$ cat config.mk
export PLATFORM = sky130hd
export DESIGN_NAME = connection_liveness_timeout_table_flat
export DESIGN_NICKNAME = d
export VERILOG_FILES = /design/src/rtl/clt_pkg.sv /design/src/rtl/clt_if.sv /design/src/rtl/clt_front.sv /design/src/rtl/clt_engine.sv /design/src/rtl/connection_liveness_timeout_table.sv /design/src/flat_wrapper.sv
export VERILOG_INCLUDE_DIRS = /design/src /design/src/rtl
export SDC_FILE = /design/constraint.sdc
export NUM_CORES = 2
export LEC_CHECK = 0
export BUFFER_PORTS_ARGS = -buffer_cell sky130_fd_sc_hd__buf_2
export CAP_MARGIN = 20
export CORE_UTILIZATION = 57
export CTS_CLUSTER_SIZE = 12
export DETAILED_ROUTE_END_ITERATION = 8
export PLACE_DENSITY_LB_ADDON = 0.08
export SKIP_LAST_GASP = 1
export SLEW_MARGIN = 20
export SYNTH_ARGS = -nofsm -noshare
export SYNTH_HDL_FRONTEND = slang
export SYNTH_SLANG_ARGS = --single-unit
$ cat constraint.sdc
create_clock -name clk -period 7.42 [get_ports clk]
set_clock_uncertainty 0.1 [all_clocks]
set_input_delay 0.742 -clock clk [delete_from_list [all_inputs] [get_ports clk]]
set_output_delay 0.742 -clock clk [all_outputs]
set_load 0.05 [all_outputs]
$ cat src/rtl/connection_liveness_timeout_table_defines.svh
// assertion macros for the connection liveness timeout table
// used by clt_front and clt_engine, no other dependencies
`ifndef CONNECTION_LIVENESS_TIMEOUT_TABLE_DEFINES_SVH
`define CONNECTION_LIVENESS_TIMEOUT_TABLE_DEFINES_SVH
`ifndef SYNTHESIS
`define CLT_ASSERT(lbl, ck, rn, prop) \
  lbl: assert property (@(posedge ck) disable iff (!rn) prop) \
    else $error("clt assertion failed");
`define CLT_ASSERT_NEXT(lbl, ck, rn, ante, cons) \
  lbl: assert property (@(posedge ck) disable iff (!rn) (ante) |=> (cons)) \
    else $error("clt assertion failed");
`else
`define CLT_ASSERT(lbl, ck, rn, prop)
`define CLT_ASSERT_NEXT(lbl, ck, rn, ante, cons)
`endif
`endif

$ cat src/rtl/clt_pkg.sv
// shared widths, codes and types of the connection liveness timeout table
// no dependencies
`timescale 1ns / 1ps
package clt_pkg;

  localparam int OP_W  = 2;
  localparam int ID_W  = 6;
  localparam int SEC_W = 31;
  localparam int ST_W  = 3;

  localparam logic [OP_W-1:0] OP_OPEN    = 2'd0;
  localparam logic [OP_W-1:0] OP_REFRESH = 2'd1;
  localparam logic [OP_W-1:0] OP_CLOSE   = 2'd2;
  localparam logic [OP_W-1:0] OP_TICK    = 2'd3;

  localparam logic [ST_W-1:0] ST_OK        = 3'd0;
  localparam logic [ST_W-1:0] ST_ALREADY   = 3'd1;
  localparam logic [ST_W-1:0] ST_NOT_FOUND = 3'd2;
  localparam logic [ST_W-1:0] ST_EXPIRED   = 3'd3;
  localparam logic [ST_W-1:0] ST_NONE      = 3'd4;

  localparam logic [SEC_W-1:0] TIMEOUT_RESET = 31'd40;

  localparam int QDEPTH = 2;
  localparam int QAW    = 1;
  localparam int QCW    = 2;

  typedef struct packed {
    logic [OP_W-1:0]  op;
    logic [ID_W-1:0]  id;
    logic [SEC_W-1:0] now_sec;
    logic             in_range;
  } item_t;

endpackage

$ cat src/rtl/clt_if.sv
// valid/ready channel interfaces for input words and result words
// depends on clt_pkg
`timescale 1ns / 1ps
interface clt_in_if;
  logic                      valid;
  logic                      ready;
  logic [clt_pkg::OP_W-1:0]  operation;
  logic [clt_pkg::ID_W-1:0]  conn_id;
  logic [clt_pkg::SEC_W-1:0] now_sec;

  modport source (output valid, output operation, output conn_id, output now_sec,
                  input ready);
  modport sink (input valid, input operation, input conn_id, input now_sec,
                output ready);
endinterface

interface clt_out_if;
  logic                      valid;
  logic                      ready;
  logic [clt_pkg::ST_W-1:0]  status;
  logic [clt_pkg::ID_W-1:0]  slot_id;
  logic [clt_pkg::SEC_W-1:0] seen_sec;
  logic                      last;

  modport source (output valid, output status, output slot_id, output seen_sec,
                  output last, input ready);
  modport sink (input valid, input status, input slot_id, input seen_sec,
                input last, output ready);
endinterface

$ cat src/rtl/clt_front.sv
// front end: accepts input words, flags out-of-table slots, queues them
// depends on clt_pkg, clt_if and the assertion macro header
`timescale 1ns / 1ps
`include "connection_liveness_timeout_table_defines.svh"
module clt_front #(
  parameter int MAX_CONN = 64
) (
  input  logic           clk,
  input  logic           rst_n,
  clt_in_if.sink         in_ch,
  output logic           q_vld,
  output clt_pkg::item_t q_item,
  input  logic           q_pop
);

  clt_pkg::item_t         q_mem [clt_pkg::QDEPTH];
  logic [clt_pkg::QAW-1:0] wr_ptr_r;
  logic [clt_pkg::QAW-1:0] rd_ptr_r;
  logic [clt_pkg::QCW-1:0] q_cnt_r;
  logic                    push;
  logic                    pop;
  clt_pkg::item_t          new_item;

  assign in_ch.ready = q_cnt_r != clt_pkg::QCW'(clt_pkg::QDEPTH);
  assign push        = in_ch.valid && in_ch.ready;
  assign pop         = q_pop && q_vld;
  assign q_vld       = q_cnt_r != '0;
  assign q_item      = q_mem[rd_ptr_r];

  always_comb begin
    new_item.op       = in_ch.operation;
    new_item.id       = in_ch.conn_id;
    new_item.now_sec  = in_ch.now_sec;
    new_item.in_range = {1'b0, in_ch.conn_id} < (clt_pkg::ID_W + 1)'(MAX_CONN);
  end

  always_ff @(posedge clk) begin
    if (!rst_n) begin
      wr_ptr_r <= '0;
      rd_ptr_r <= '0;
      q_cnt_r  <= '0;
    end else begin
      if (push) begin
        wr_ptr_r <= wr_ptr_r + 1'b1;
      end
      if (pop) begin
        rd_ptr_r <= rd_ptr_r + 1'b1;
      end
      if (push && !pop) begin
        q_cnt_r <= q_cnt_r + 1'b1;
      end else if (pop && !push) begin
        q_cnt_r <= q_cnt_r - 1'b1;
      end
    end
  end

  always_ff @(posedge clk) begin
    if (push) begin
      q_mem[wr_ptr_r] <= new_item;
    end
  end

  `CLT_ASSERT(a_cnt_bound, clk, rst_n, q_cnt_r <= clt_pkg::QCW'(clt_pkg::QDEPTH))
  `CLT_ASSERT(a_pop_nonempty, clk, rst_n, q_pop |-> q_cnt_r != '0)
  `CLT_ASSERT_NEXT(a_push_pop_hold, clk, rst_n, push && pop, q_cnt_r == $past(q_cnt_r))

endmodule

$ cat src/rtl/clt_engine.sv
// back end: slot table with live bits and stamp memory, tick scan, result register
// depends on clt_pkg, clt_if and the assertion macro header
`timescale 1ns / 1ps
`include "connection_liveness_timeout_table_defines.svh"
module clt_engine #(
  parameter int MAX_CONN = 64
) (
  input  logic                      clk,
  input  logic                      rst_n,
  input  logic                      q_vld,
  input  clt_pkg::item_t            q_item,
  output logic                      q_pop,
  input  logic [clt_pkg::SEC_W-1:0] timeout_sec,
  clt_out_if.source                 out_ch
);

  localparam int IDW = (MAX_CONN > 1) ? $clog2(MAX_CONN) : 1;
  localparam int CW  = $clog2(MAX_CONN + 1);

  localparam logic [1:0] S_IDLE = 2'd0;
  localparam logic [1:0] S_SCAN = 2'd1;
  localparam logic [1:0] S_EMIT = 2'd2;

  logic [1:0]               state_r;
  logic [1:0]               state_nxt;
  logic [MAX_CONN-1:0]      live_r;
  logic [clt_pkg::SEC_W-1:0] stamp_mem [MAX_CONN];
  logic [clt_pkg::SEC_W-1:0] rd_stamp_r;
  logic [IDW-1:0]           rd_addr;
  logic                     chk_vld_r;
  logic [IDW-1:0]           chk_idx_r;
  logic [CW-1:0]            scan_idx_r;
  logic [clt_pkg::SEC_W-1:0] now_r;
  logic [CW-1:0]            rem_r;
  logic                     first_r;
  logic                     best_vld_r;
  logic [IDW-1:0]           best_id_r;
  logic [clt_pkg::SEC_W-1:0] best_stamp_r;

  logic                     out_vld_r;
  logic [clt_pkg::ST_W-1:0] out_status_r;
  logic [clt_pkg::ID_W-1:0] out_slot_r;
  logic [clt_pkg::SEC_W-1:0] out_seen_r;
  logic                     out_last_r;

  logic                     out_free;
  logic                     is_tick;
  logic [IDW-1:0]           item_idx;
  logic                     item_live;
  logic                     take_cmd;
  logic                     take_tick;
  logic                     issue;
  logic [clt_pkg::SEC_W:0]  diff;
  logic                     aged;
  logic                     cand;
  logic                     better;
  logic                     scan_done;
  logic                     emit_none;
  logic                     emit_exp;
  logic [clt_pkg::ST_W-1:0] cmd_status;
  logic                     cmd_set_live;
  logic                     cmd_clr_live;
  logic                     cmd_wr;

  assign out_free  = !out_vld_r || out_ch.ready;
  assign is_tick   = q_item.op == clt_pkg::OP_TICK;
  assign item_idx  = q_item.id[IDW-1:0];
  assign item_live = q_item.in_range && live_r[item_idx];
  assign take_cmd  = (state_r == S_IDLE) && q_vld && !is_tick && out_free;
  assign take_tick = (state_r == S_IDLE) && q_vld && is_tick;
  assign q_pop     = take_cmd || take_tick;

  assign issue     = (state_r == S_SCAN) && (scan_idx_r < CW'(MAX_CONN));
  assign rd_addr   = issue ? scan_idx_r[IDW-1:0] : '0;
  // signed age: a stamp ahead of now never expires
  assign diff      = {1'b0, now_r} - {1'b0, rd_stamp_r};
  assign aged      = !diff[clt_pkg::SEC_W] && (diff[clt_pkg::SEC_W-1:0] > timeout_sec);
  assign cand      = chk_vld_r && live_r[chk_idx_r] && aged;
  assign better    = cand && (!best_vld_r || (rd_stamp_r < best_stamp_r));
  assign scan_done = chk_vld_r && (chk_idx_r == IDW'(MAX_CONN - 1));
  assign emit_none = (state_r == S_EMIT) && first_r && (rem_r == '0) && out_free;
  assign emit_exp  = (state_r == S_EMIT) && !(first_r && (rem_r == '0)) && out_free;

  always_comb begin
    cmd_status   = clt_pkg::ST_NOT_FOUND;
    cmd_set_live = 1'b0;
    cmd_clr_live = 1'b0;
    cmd_wr       = 1'b0;
    if (q_item.in_range) begin
      unique case (q_item.op)
        clt_pkg::OP_OPEN: begin
          if (item_live) begin
            cmd_status = clt_pkg::ST_ALREADY;
          end else begin
            cmd_status   = clt_pkg::ST_OK;
            cmd_set_live = 1'b1;
            cmd_wr       = 1'b1;
          end
        end
        clt_pkg::OP_REFRESH: begin
          if (item_live) begin
            cmd_status = clt_pkg::ST_OK;
            cmd_wr     = 1'b1;
          end
        end
        clt_pkg::OP_CLOSE: begin
          if (item_live) begin
            cmd_status   = clt_pkg::ST_OK;
            cmd_clr_live = 1'b1;
          end
        end
        clt_pkg::OP_TICK: begin
          cmd_status = clt_pkg::ST_NOT_FOUND;
        end
        default: begin
          cmd_status = clt_pkg::ST_NOT_FOUND;
        end
      endcase
    end
  end

  always_comb begin
    state_nxt = state_r;
    unique case (state_r)
      S_IDLE: begin
        if (take_tick) begin
          state_nxt = S_SCAN;
        end
      end
      S_SCAN: begin
        if (scan_done) begin
          state_nxt = S_EMIT;
        end
      end
      S_EMIT: begin
        if (emit_none) begin
          state_nxt = S_IDLE;
        end else if (emit_exp) begin
          state_nxt = (rem_r == CW'(1)) ? S_IDLE : S_SCAN;
        end
      end
      default: begin
        state_nxt = S_IDLE;
      end
    endcase
  end

  always_ff @(posedge clk) begin
    if (!rst_n) begin
      state_r    <= S_IDLE;
      live_r     <= '0;
      chk_vld_r  <= 1'b0;
      scan_idx_r <= '0;
      rem_r      <= '0;
      first_r    <= 1'b0;
      best_vld_r <= 1'b0;
      out_vld_r  <= 1'b0;
    end else begin
      state_r   <= state_nxt;
      chk_vld_r <= issue;
      if (take_cmd && cmd_set_live) begin
        live_r[item_idx] <= 1'b1;
      end
      if (take_cmd && cmd_clr_live) begin
        live_r[item_idx] <= 1'b0;
      end
      if (take_tick) begin
        scan_idx_r <= '0;
        rem_r      <= '0;
        first_r    <= 1'b1;
        best_vld_r <= 1'b0;
      end
      if (issue) begin
        scan_idx_r <= scan_idx_r + 1'b1;
      end
      if (cand && first_r) begin
        rem_r <= rem_r + 1'b1;
      end
      if (better) begin
        best_vld_r <= 1'b1;
      end
      if (emit_exp) begin
        live_r[best_id_r] <= 1'b0;
        rem_r             <= rem_r - 1'b1;
        first_r           <= 1'b0;
        best_vld_r        <= 1'b0;
        scan_idx_r        <= '0;
      end
      if (take_cmd || emit_none || emit_exp) begin
        out_vld_r <= 1'b1;
      end else if (out_ch.ready) begin
        out_vld_r <= 1'b0;
      end
    end
  end

  // stamp memory, one write and one registered read port
  always_ff @(posedge clk) begin
    if (take_cmd && cmd_wr) begin
      stamp_mem[item_idx] <= q_item.now_sec;
    end
    rd_stamp_r <= stamp_mem[rd_addr];
  end

  always_ff @(posedge clk) begin
    chk_idx_r <= scan_idx_r[IDW-1:0];
    if (take_tick) begin
      now_r <= q_item.now_sec;
    end
    if (better) begin
      best_id_r    <= chk_idx_r;
      best_stamp_r <= rd_stamp_r;
    end
    if (take_cmd) begin
      out_status_r <= cmd_status;
      out_slot_r   <= q_item.id;
      out_seen_r   <= '0;
      out_last_r   <= 1'b1;
    end else if (emit_none) begin
      out_status_r <= clt_pkg::ST_NONE;
      out_slot_r   <= '0;
      out_seen_r   <= '0;
      out_last_r   <= 1'b1;
    end else if (emit_exp) begin
      out_status_r <= clt_pkg::ST_EXPIRED;
      out_slot_r   <= clt_pkg::ID_W'(best_id_r);
      out_seen_r   <= best_stamp_r;
      out_last_r   <= rem_r == CW'(1);
    end
  end

  assign out_ch.valid    = out_vld_r;
  assign out_ch.status   = out_status_r;
  assign out_ch.slot_id  = out_slot_r;
  assign out_ch.seen_sec = out_seen_r;
  assign out_ch.last     = out_last_r;

  `CLT_ASSERT(a_chk_in_scan, clk, rst_n, chk_vld_r |-> state_r == S_SCAN)
  `CLT_ASSERT(a_expired_live, clk, rst_n, emit_exp |-> best_vld_r && live_r[best_id_r])
  `CLT_ASSERT_NEXT(a_last_to_idle, clk, rst_n, emit_exp && rem_r == CW'(1), state_r == S_IDLE)

endmodule

$ cat src/rtl/connection_liveness_timeout_table.sv
// channel   | dir | payload                               | handshake
// in_ch     | in  | operation, conn_id, now_sec           | valid/ready
// out_ch    | out | status, slot_id, seen_sec, last       | valid/ready
// apb       | in  | timeout_sec at byte address 0         | psel/penable, pready tied high
// open, refresh, close: one word per cycle while no tick scan runs and out_ch is ready
// tick: one scan of all MAX_CONN slots through the single stamp memory read port per
//   result; a tick with k expired slots takes max(1, k) scans
// two-entry input queue takes up to two words while the engine scans or the output stalls
// reset: synchronous active-low, clears live bits, queue and handshake state at once
// top level: apb register, front end and table engine; depends on clt_pkg and clt_if
`timescale 1ns / 1ps
module connection_liveness_timeout_table #(
  parameter int MAX_CONN = 64
) (
  input  logic        clk,
  input  logic        rst_n,
  clt_in_if.sink      in_ch,
  clt_out_if.source   out_ch,
  input  logic        psel,
  input  logic        penable,
  input  logic        pwrite,
  input  logic [2:0]  paddr,
  input  logic [31:0] pwdata,
  output logic [31:0] prdata,
  output logic        pready
);

  logic [clt_pkg::SEC_W-1:0] timeout_r;
  logic                      q_vld;
  clt_pkg::item_t            q_item;
  logic                      q_pop;
  logic                      reg_sel;

  assign pready  = 1'b1;
  assign reg_sel = !paddr[2];
  assign prdata  = reg_sel ? {1'b0, timeout_r} : '0;

  always_ff @(posedge clk) begin
    if (!rst_n) begin
      timeout_r <= clt_pkg::TIMEOUT_RESET;
    end else if (psel && penable && pwrite && pready && reg_sel) begin
      timeout_r <= pwdata[clt_pkg::SEC_W-1:0];
    end
  end

  clt_front #(
    .MAX_CONN(MAX_CONN)
  ) u_front (
    .clk   (clk),
    .rst_n (rst_n),
    .in_ch (in_ch),
    .q_vld (q_vld),
    .q_item(q_item),
    .q_pop (q_pop)
  );

  clt_engine #(
    .MAX_CONN(MAX_CONN)
  ) u_engine (
    .clk        (clk),
    .rst_n      (rst_n),
    .q_vld      (q_vld),
    .q_item     (q_item),
    .q_pop      (q_pop),
    .timeout_sec(timeout_r),
    .out_ch     (out_ch)
  );

endmodule
$ cat src/flat_wrapper.sv
// flat-port wrapper written by rule: the top's interface ports become plain ports
module connection_liveness_timeout_table_flat 
#(
  parameter int MAX_CONN = 64
)
  (clk, rst_n, psel, penable, pwrite, paddr, pwdata, prdata, pready, in_ch_valid, in_ch_operation, in_ch_conn_id, in_ch_now_sec, in_ch_ready, out_ch_valid, out_ch_status, out_ch_slot_id, out_ch_seen_sec, out_ch_last, out_ch_ready);
  clt_in_if in_ch_i ();
  clt_out_if out_ch_i ();
  input  logic clk;
  input  logic rst_n;
  input  logic psel;
  input  logic penable;
  input  logic pwrite;
  input  logic [2:0] paddr;
  input  logic [31:0] pwdata;
  output logic [31:0] prdata;
  output logic pready;
  input wire logic [$bits(in_ch_i.valid)-1:0] in_ch_valid;
  input wire logic [$bits(in_ch_i.operation)-1:0] in_ch_operation;
  input wire logic [$bits(in_ch_i.conn_id)-1:0] in_ch_conn_id;
  input wire logic [$bits(in_ch_i.now_sec)-1:0] in_ch_now_sec;
  output wire logic [$bits(in_ch_i.ready)-1:0] in_ch_ready;
  output wire logic [$bits(out_ch_i.valid)-1:0] out_ch_valid;
  output wire logic [$bits(out_ch_i.status)-1:0] out_ch_status;
  output wire logic [$bits(out_ch_i.slot_id)-1:0] out_ch_slot_id;
  output wire logic [$bits(out_ch_i.seen_sec)-1:0] out_ch_seen_sec;
  output wire logic [$bits(out_ch_i.last)-1:0] out_ch_last;
  input wire logic [$bits(out_ch_i.ready)-1:0] out_ch_ready;
  assign in_ch_i.valid = in_ch_valid;
  assign in_ch_i.operation = in_ch_operation;
  assign in_ch_i.conn_id = in_ch_conn_id;
  assign in_ch_i.now_sec = in_ch_now_sec;
  assign in_ch_ready = in_ch_i.ready;
  assign out_ch_valid = out_ch_i.valid;
  assign out_ch_status = out_ch_i.status;
  assign out_ch_slot_id = out_ch_i.slot_id;
  assign out_ch_seen_sec = out_ch_i.seen_sec;
  assign out_ch_last = out_ch_i.last;
  assign out_ch_i.ready = out_ch_ready;
  connection_liveness_timeout_table #(.MAX_CONN(MAX_CONN)) u_core (.clk(clk), .rst_n(rst_n), .in_ch(in_ch_i), .out_ch(out_ch_i), .psel(psel), .penable(penable), .pwrite(pwrite), .paddr(paddr), .pwdata(pwdata), .prdata(prdata), .pready(pready));
endmodule
==> run_results.csv <==
group,metric,value,unit
timing,tns,0,ns
drt,antenna_left,0,
critical_path,required,7.80,ns
clock_tree,postCtsHoldBufs,50,
drt,viasPerCell,6.507,
pwr,powerDensity,293.9,nW/µm²
pwr,p_leak,34.16,nW
logic_synthesis,synth_cell_types,85,
logic_synthesis,synth_nets,6071,
floorplan,coreArea,163300,µm²
critical_path,cp_num_buf_inv,2,
floorplan,initial_core_util,0.5763,
clock_tree,cts_tree,"built",
final_layout,final_common_cell,"edfxtp_1",
critical_path,startpoint_type,"flip-flop",
timing,finalMaxSlewViolations,0,
critical_path,r2r_start,"u_core.u_engine.now_r[0]",
clock_tree,cts.repair.resized,0,
placed_design,gp_congestion,0.8697,
timing,timing.fmax,154.8,MHz
clock_tree,clock-sinks,2328,
critical_path,max_stage_delay,0.49,ns
final_layout,areaGrowthSynthToFinish,11.83,%
floorplan,io-pin-count,157,
floorplan,die_y,408.4,µm
placed_design,placement.io_buffers,151,
timing,hold_violations,0,
timing,rsz0062_at_grt,"no",
logic_synthesis,avgSynthCellArea,15.99,µm²
final_layout,mostFrequentLayoutCells,"edfxtp_1 (2139), a21oi_1 (518), nor2_1 (427), nand2_1 (373), mux2i_1 (272)",
logic_synthesis,ys_ff_latch,2328,
logic_synthesis,ys_seq_area_frac,0.7226,
critical_path,cp-end-kind,"flip-flop",
final_layout,layout.nets,6312,
placed_design,dp_hpwl,143400,µm
global_routing,track_usage,0.3049,
critical_path,critPathKind,"reg2reg",
critical_path,crit_chain,"inv_1 > ha_1 > fa_1 > nor2b_1 > o21bai_1 > a2111o_1 > a31o_2 > o21ai_0 > o41ai_1 > o211ai_1 > o311ai_0 > xnor2_1 > ha_1 > nand4_1 > nor2_1 > nand4_1 > or3_1 > a21o_1 > a211oi_2 > o21ai_0 > nor3b_4 > buf_4",
critical_path,cp_max_fo,38,
timing,period_share,0.8709,
global_routing,grt_max_degree,121,
drt,drcViolationCount,0,
clock_tree,h-tree-depth,4,
drt,dr_total_vias,54990,
floorplan,dieArea,166800,µm²
timing,worst_pin_slew,1.220,ns
pwr,ir_worst_vdd,395.0,µV
final_layout,drive_above_1_share,0.1767,
floorplan,std_cell_rows,148,
outcome,outcome,"complete, no violations",
logic_synthesis,ys_warn_count,0,
critical_path,cp_slowest_cell,"buf_4",
global_routing,grt_pass1_vias,53774,
clock_tree,cts_setup_buffers,0,
logic_synthesis,async_flop_share,0,
floorplan,die_x,408.4,µm
logic_synthesis,synth_edf_count,2139,
global_routing,grt_overflow,0,
critical_path,worstPathArrival,6.84,ns
clock_tree,root_buffer,"clkbuf_16",
clock_tree,numCtsBuffers,231,
logic_synthesis,syn-cell-area,94130,µm²
global_routing,antenna_found_initial,12,
timing,period_needed,6.462,ns
drt,first_pass_iters,5,
run,max_cap_violations,0,
drt,totalWireLength,255900,µm
global_routing,grt_pass1_wl,369300,µm
clock_tree,clock_path_buffers,3,
logic_synthesis,synthCells,5887,
pwr,p_total,0.03094,W
hold_path,hp-start,"pwdata[1]",
timing,setup_viol,0,
logic_synthesis,synth-main-ff-cell,"edfxtp_1",
drt,initialDrtViolationCount,6500,
clock_tree,path_clk_slew,0.06,ns
hold_path,hold_path.class,"in2reg",
critical_path,critPathTopFamily,"compound AO/OA/AOI/OAI gates",
clock_tree,worstSkewPairLatency,0.87,ns
timing,slew_headroom,0.1789,
drt,wl_per_cell,30.28,µm
critical_path,critPathLaunch,"u_core.u_engine.now_r[0]",
[routing by layer]
metal,vias up,track usage,share of wire
met5,-,0,0
met4,0,0.1364,0.048
met3,389,0.04808,0.085
met2,2630,0.4691,0.46
met1,28287,0.4340,0.41
li1,23684,-,-
[power by group]
group	internal (W)	total [W]	leakage (nW)	switching, W
logic	0.000928	0.00439	10.1	0.00346
registers	0.0158	0.0158	20.8	0.0000852
clock network	0.00597	0.0107	3.27	0.00475
[worst paths after layout]
check                                                  endpoint  slack, ns  cells after the start
worst max-delay path            u_core.u_engine.best_stamp_r[3]       0.96                     22
worst min-delay path                        u_core.timeout_r[1]       0.06                      3
worst max register to register  u_core.u_engine.best_stamp_r[3]       0.96                     22
worst min register to register     u_core.u_engine.chk_idx_r[5]       0.30                      0
[flip-flops by register name (all words and copies together) (netlist names), 2 cells and up, named ones only]
register,flops
u_core.u_engine.live_r,64
u_core.u_engine.chk_idx_r,6
u_core.u_engine.scan_idx_r,7
u_core.u_front.q_cnt_r,2
u_core.u_engine.stamp_mem,1984
u_core.u_engine.now_r,31
u_core.u_engine.rd_stamp_r,31
u_core.u_engine.rem_r,7
u_core.u_engine.best_id_r,6
u_core.timeout_r,31
u_core.u_front.q_mem,78
u_core.u_engine.best_stamp_r,31
u_core.u_engine.out_ch.seen_sec,31
u_core.u_engine.out_ch.status,3
u_core.u_engine.out_ch.slot_id,6
u_core.u_engine.state_r,2
[stage by stage]
stage | setup slack [ns] | util | area (µm²) | std cells | hold WS [ns]
2_1_floorplan | 0.9698 | - | 94130 | 5887 | 0.2540
3_3_place_gp | 1.087 | 0.5997 | 97950 | 8018 | 0.2866
3_5_place_dp | 1.002 | 0.6000 | 98000 | 8019 | 0.2901
4_1_cts | 0.9815 | 0.6443 | 105200 | 8449 | 0.0005949
5_1_grt | 0.6461 | 0.6445 | 105300 | 8450 | 0.03496
6_report | 0.9582 | 0.6445 | 105300 | 8451 | 0.05895
[tightest hold or removal path, stage by stage]
cell	delay [ns]
buf_2	0.10
nand2_1	0.04
a21boi_0	0.07
[Yosys cell counts, types with 61 or more instances]
cell type	n	share of area
a21o_1	69	0.0055
buf_2	69	0.0037
nor4_1	64	0.0043
nor2_1	429	0.017
mux2i_1	272	0.029
edfxtp_1	2139	0.68
mux4_2	270	0.065
nand2_1	377	0.015
o21ai_0	99	0.0053
dfxtp_1	189	0.040
inv_1	113	0.0045
nor3_1	138	0.0073
a21oi_1	518	0.028
o221ai_1	254	0.024
clkbuf_1	241	0.0096
a211oi_2	61	0.0081
ha_1	102	0.014
[cells by family after synthesis]
family                   after synthesis  synth area share
adder cells (fa/ha/maj)              103           0.01377
AO/OA/AOI/OAI                       1196           0.08643
multiplexers                         586           0.09886
XOR/XNOR                              28          0.002605
other                                  2        0.00007979
flip-flops                          2328            0.7226
buffers and inverters                495           0.02245
AND/OR/NAND/NOR                     1149           0.05322
[final cells by class]
cell class | instances | area (µm²)
Sequential cell | 2328 | 68020
Fill cell | 11497 | 58060
Multi-Input combinational cell | 3064 | 24490
Clock buffer | 317 | 6250
Timing Repair Buffer | 390 | 2863
Tap cell | 2175 | 2721
Clock inverter | 63 | 488.0
Inverter | 113 | 424.2
Antenna cell | 1 | 2.502
Note: power is estimated with default switching activity, not from simulation.
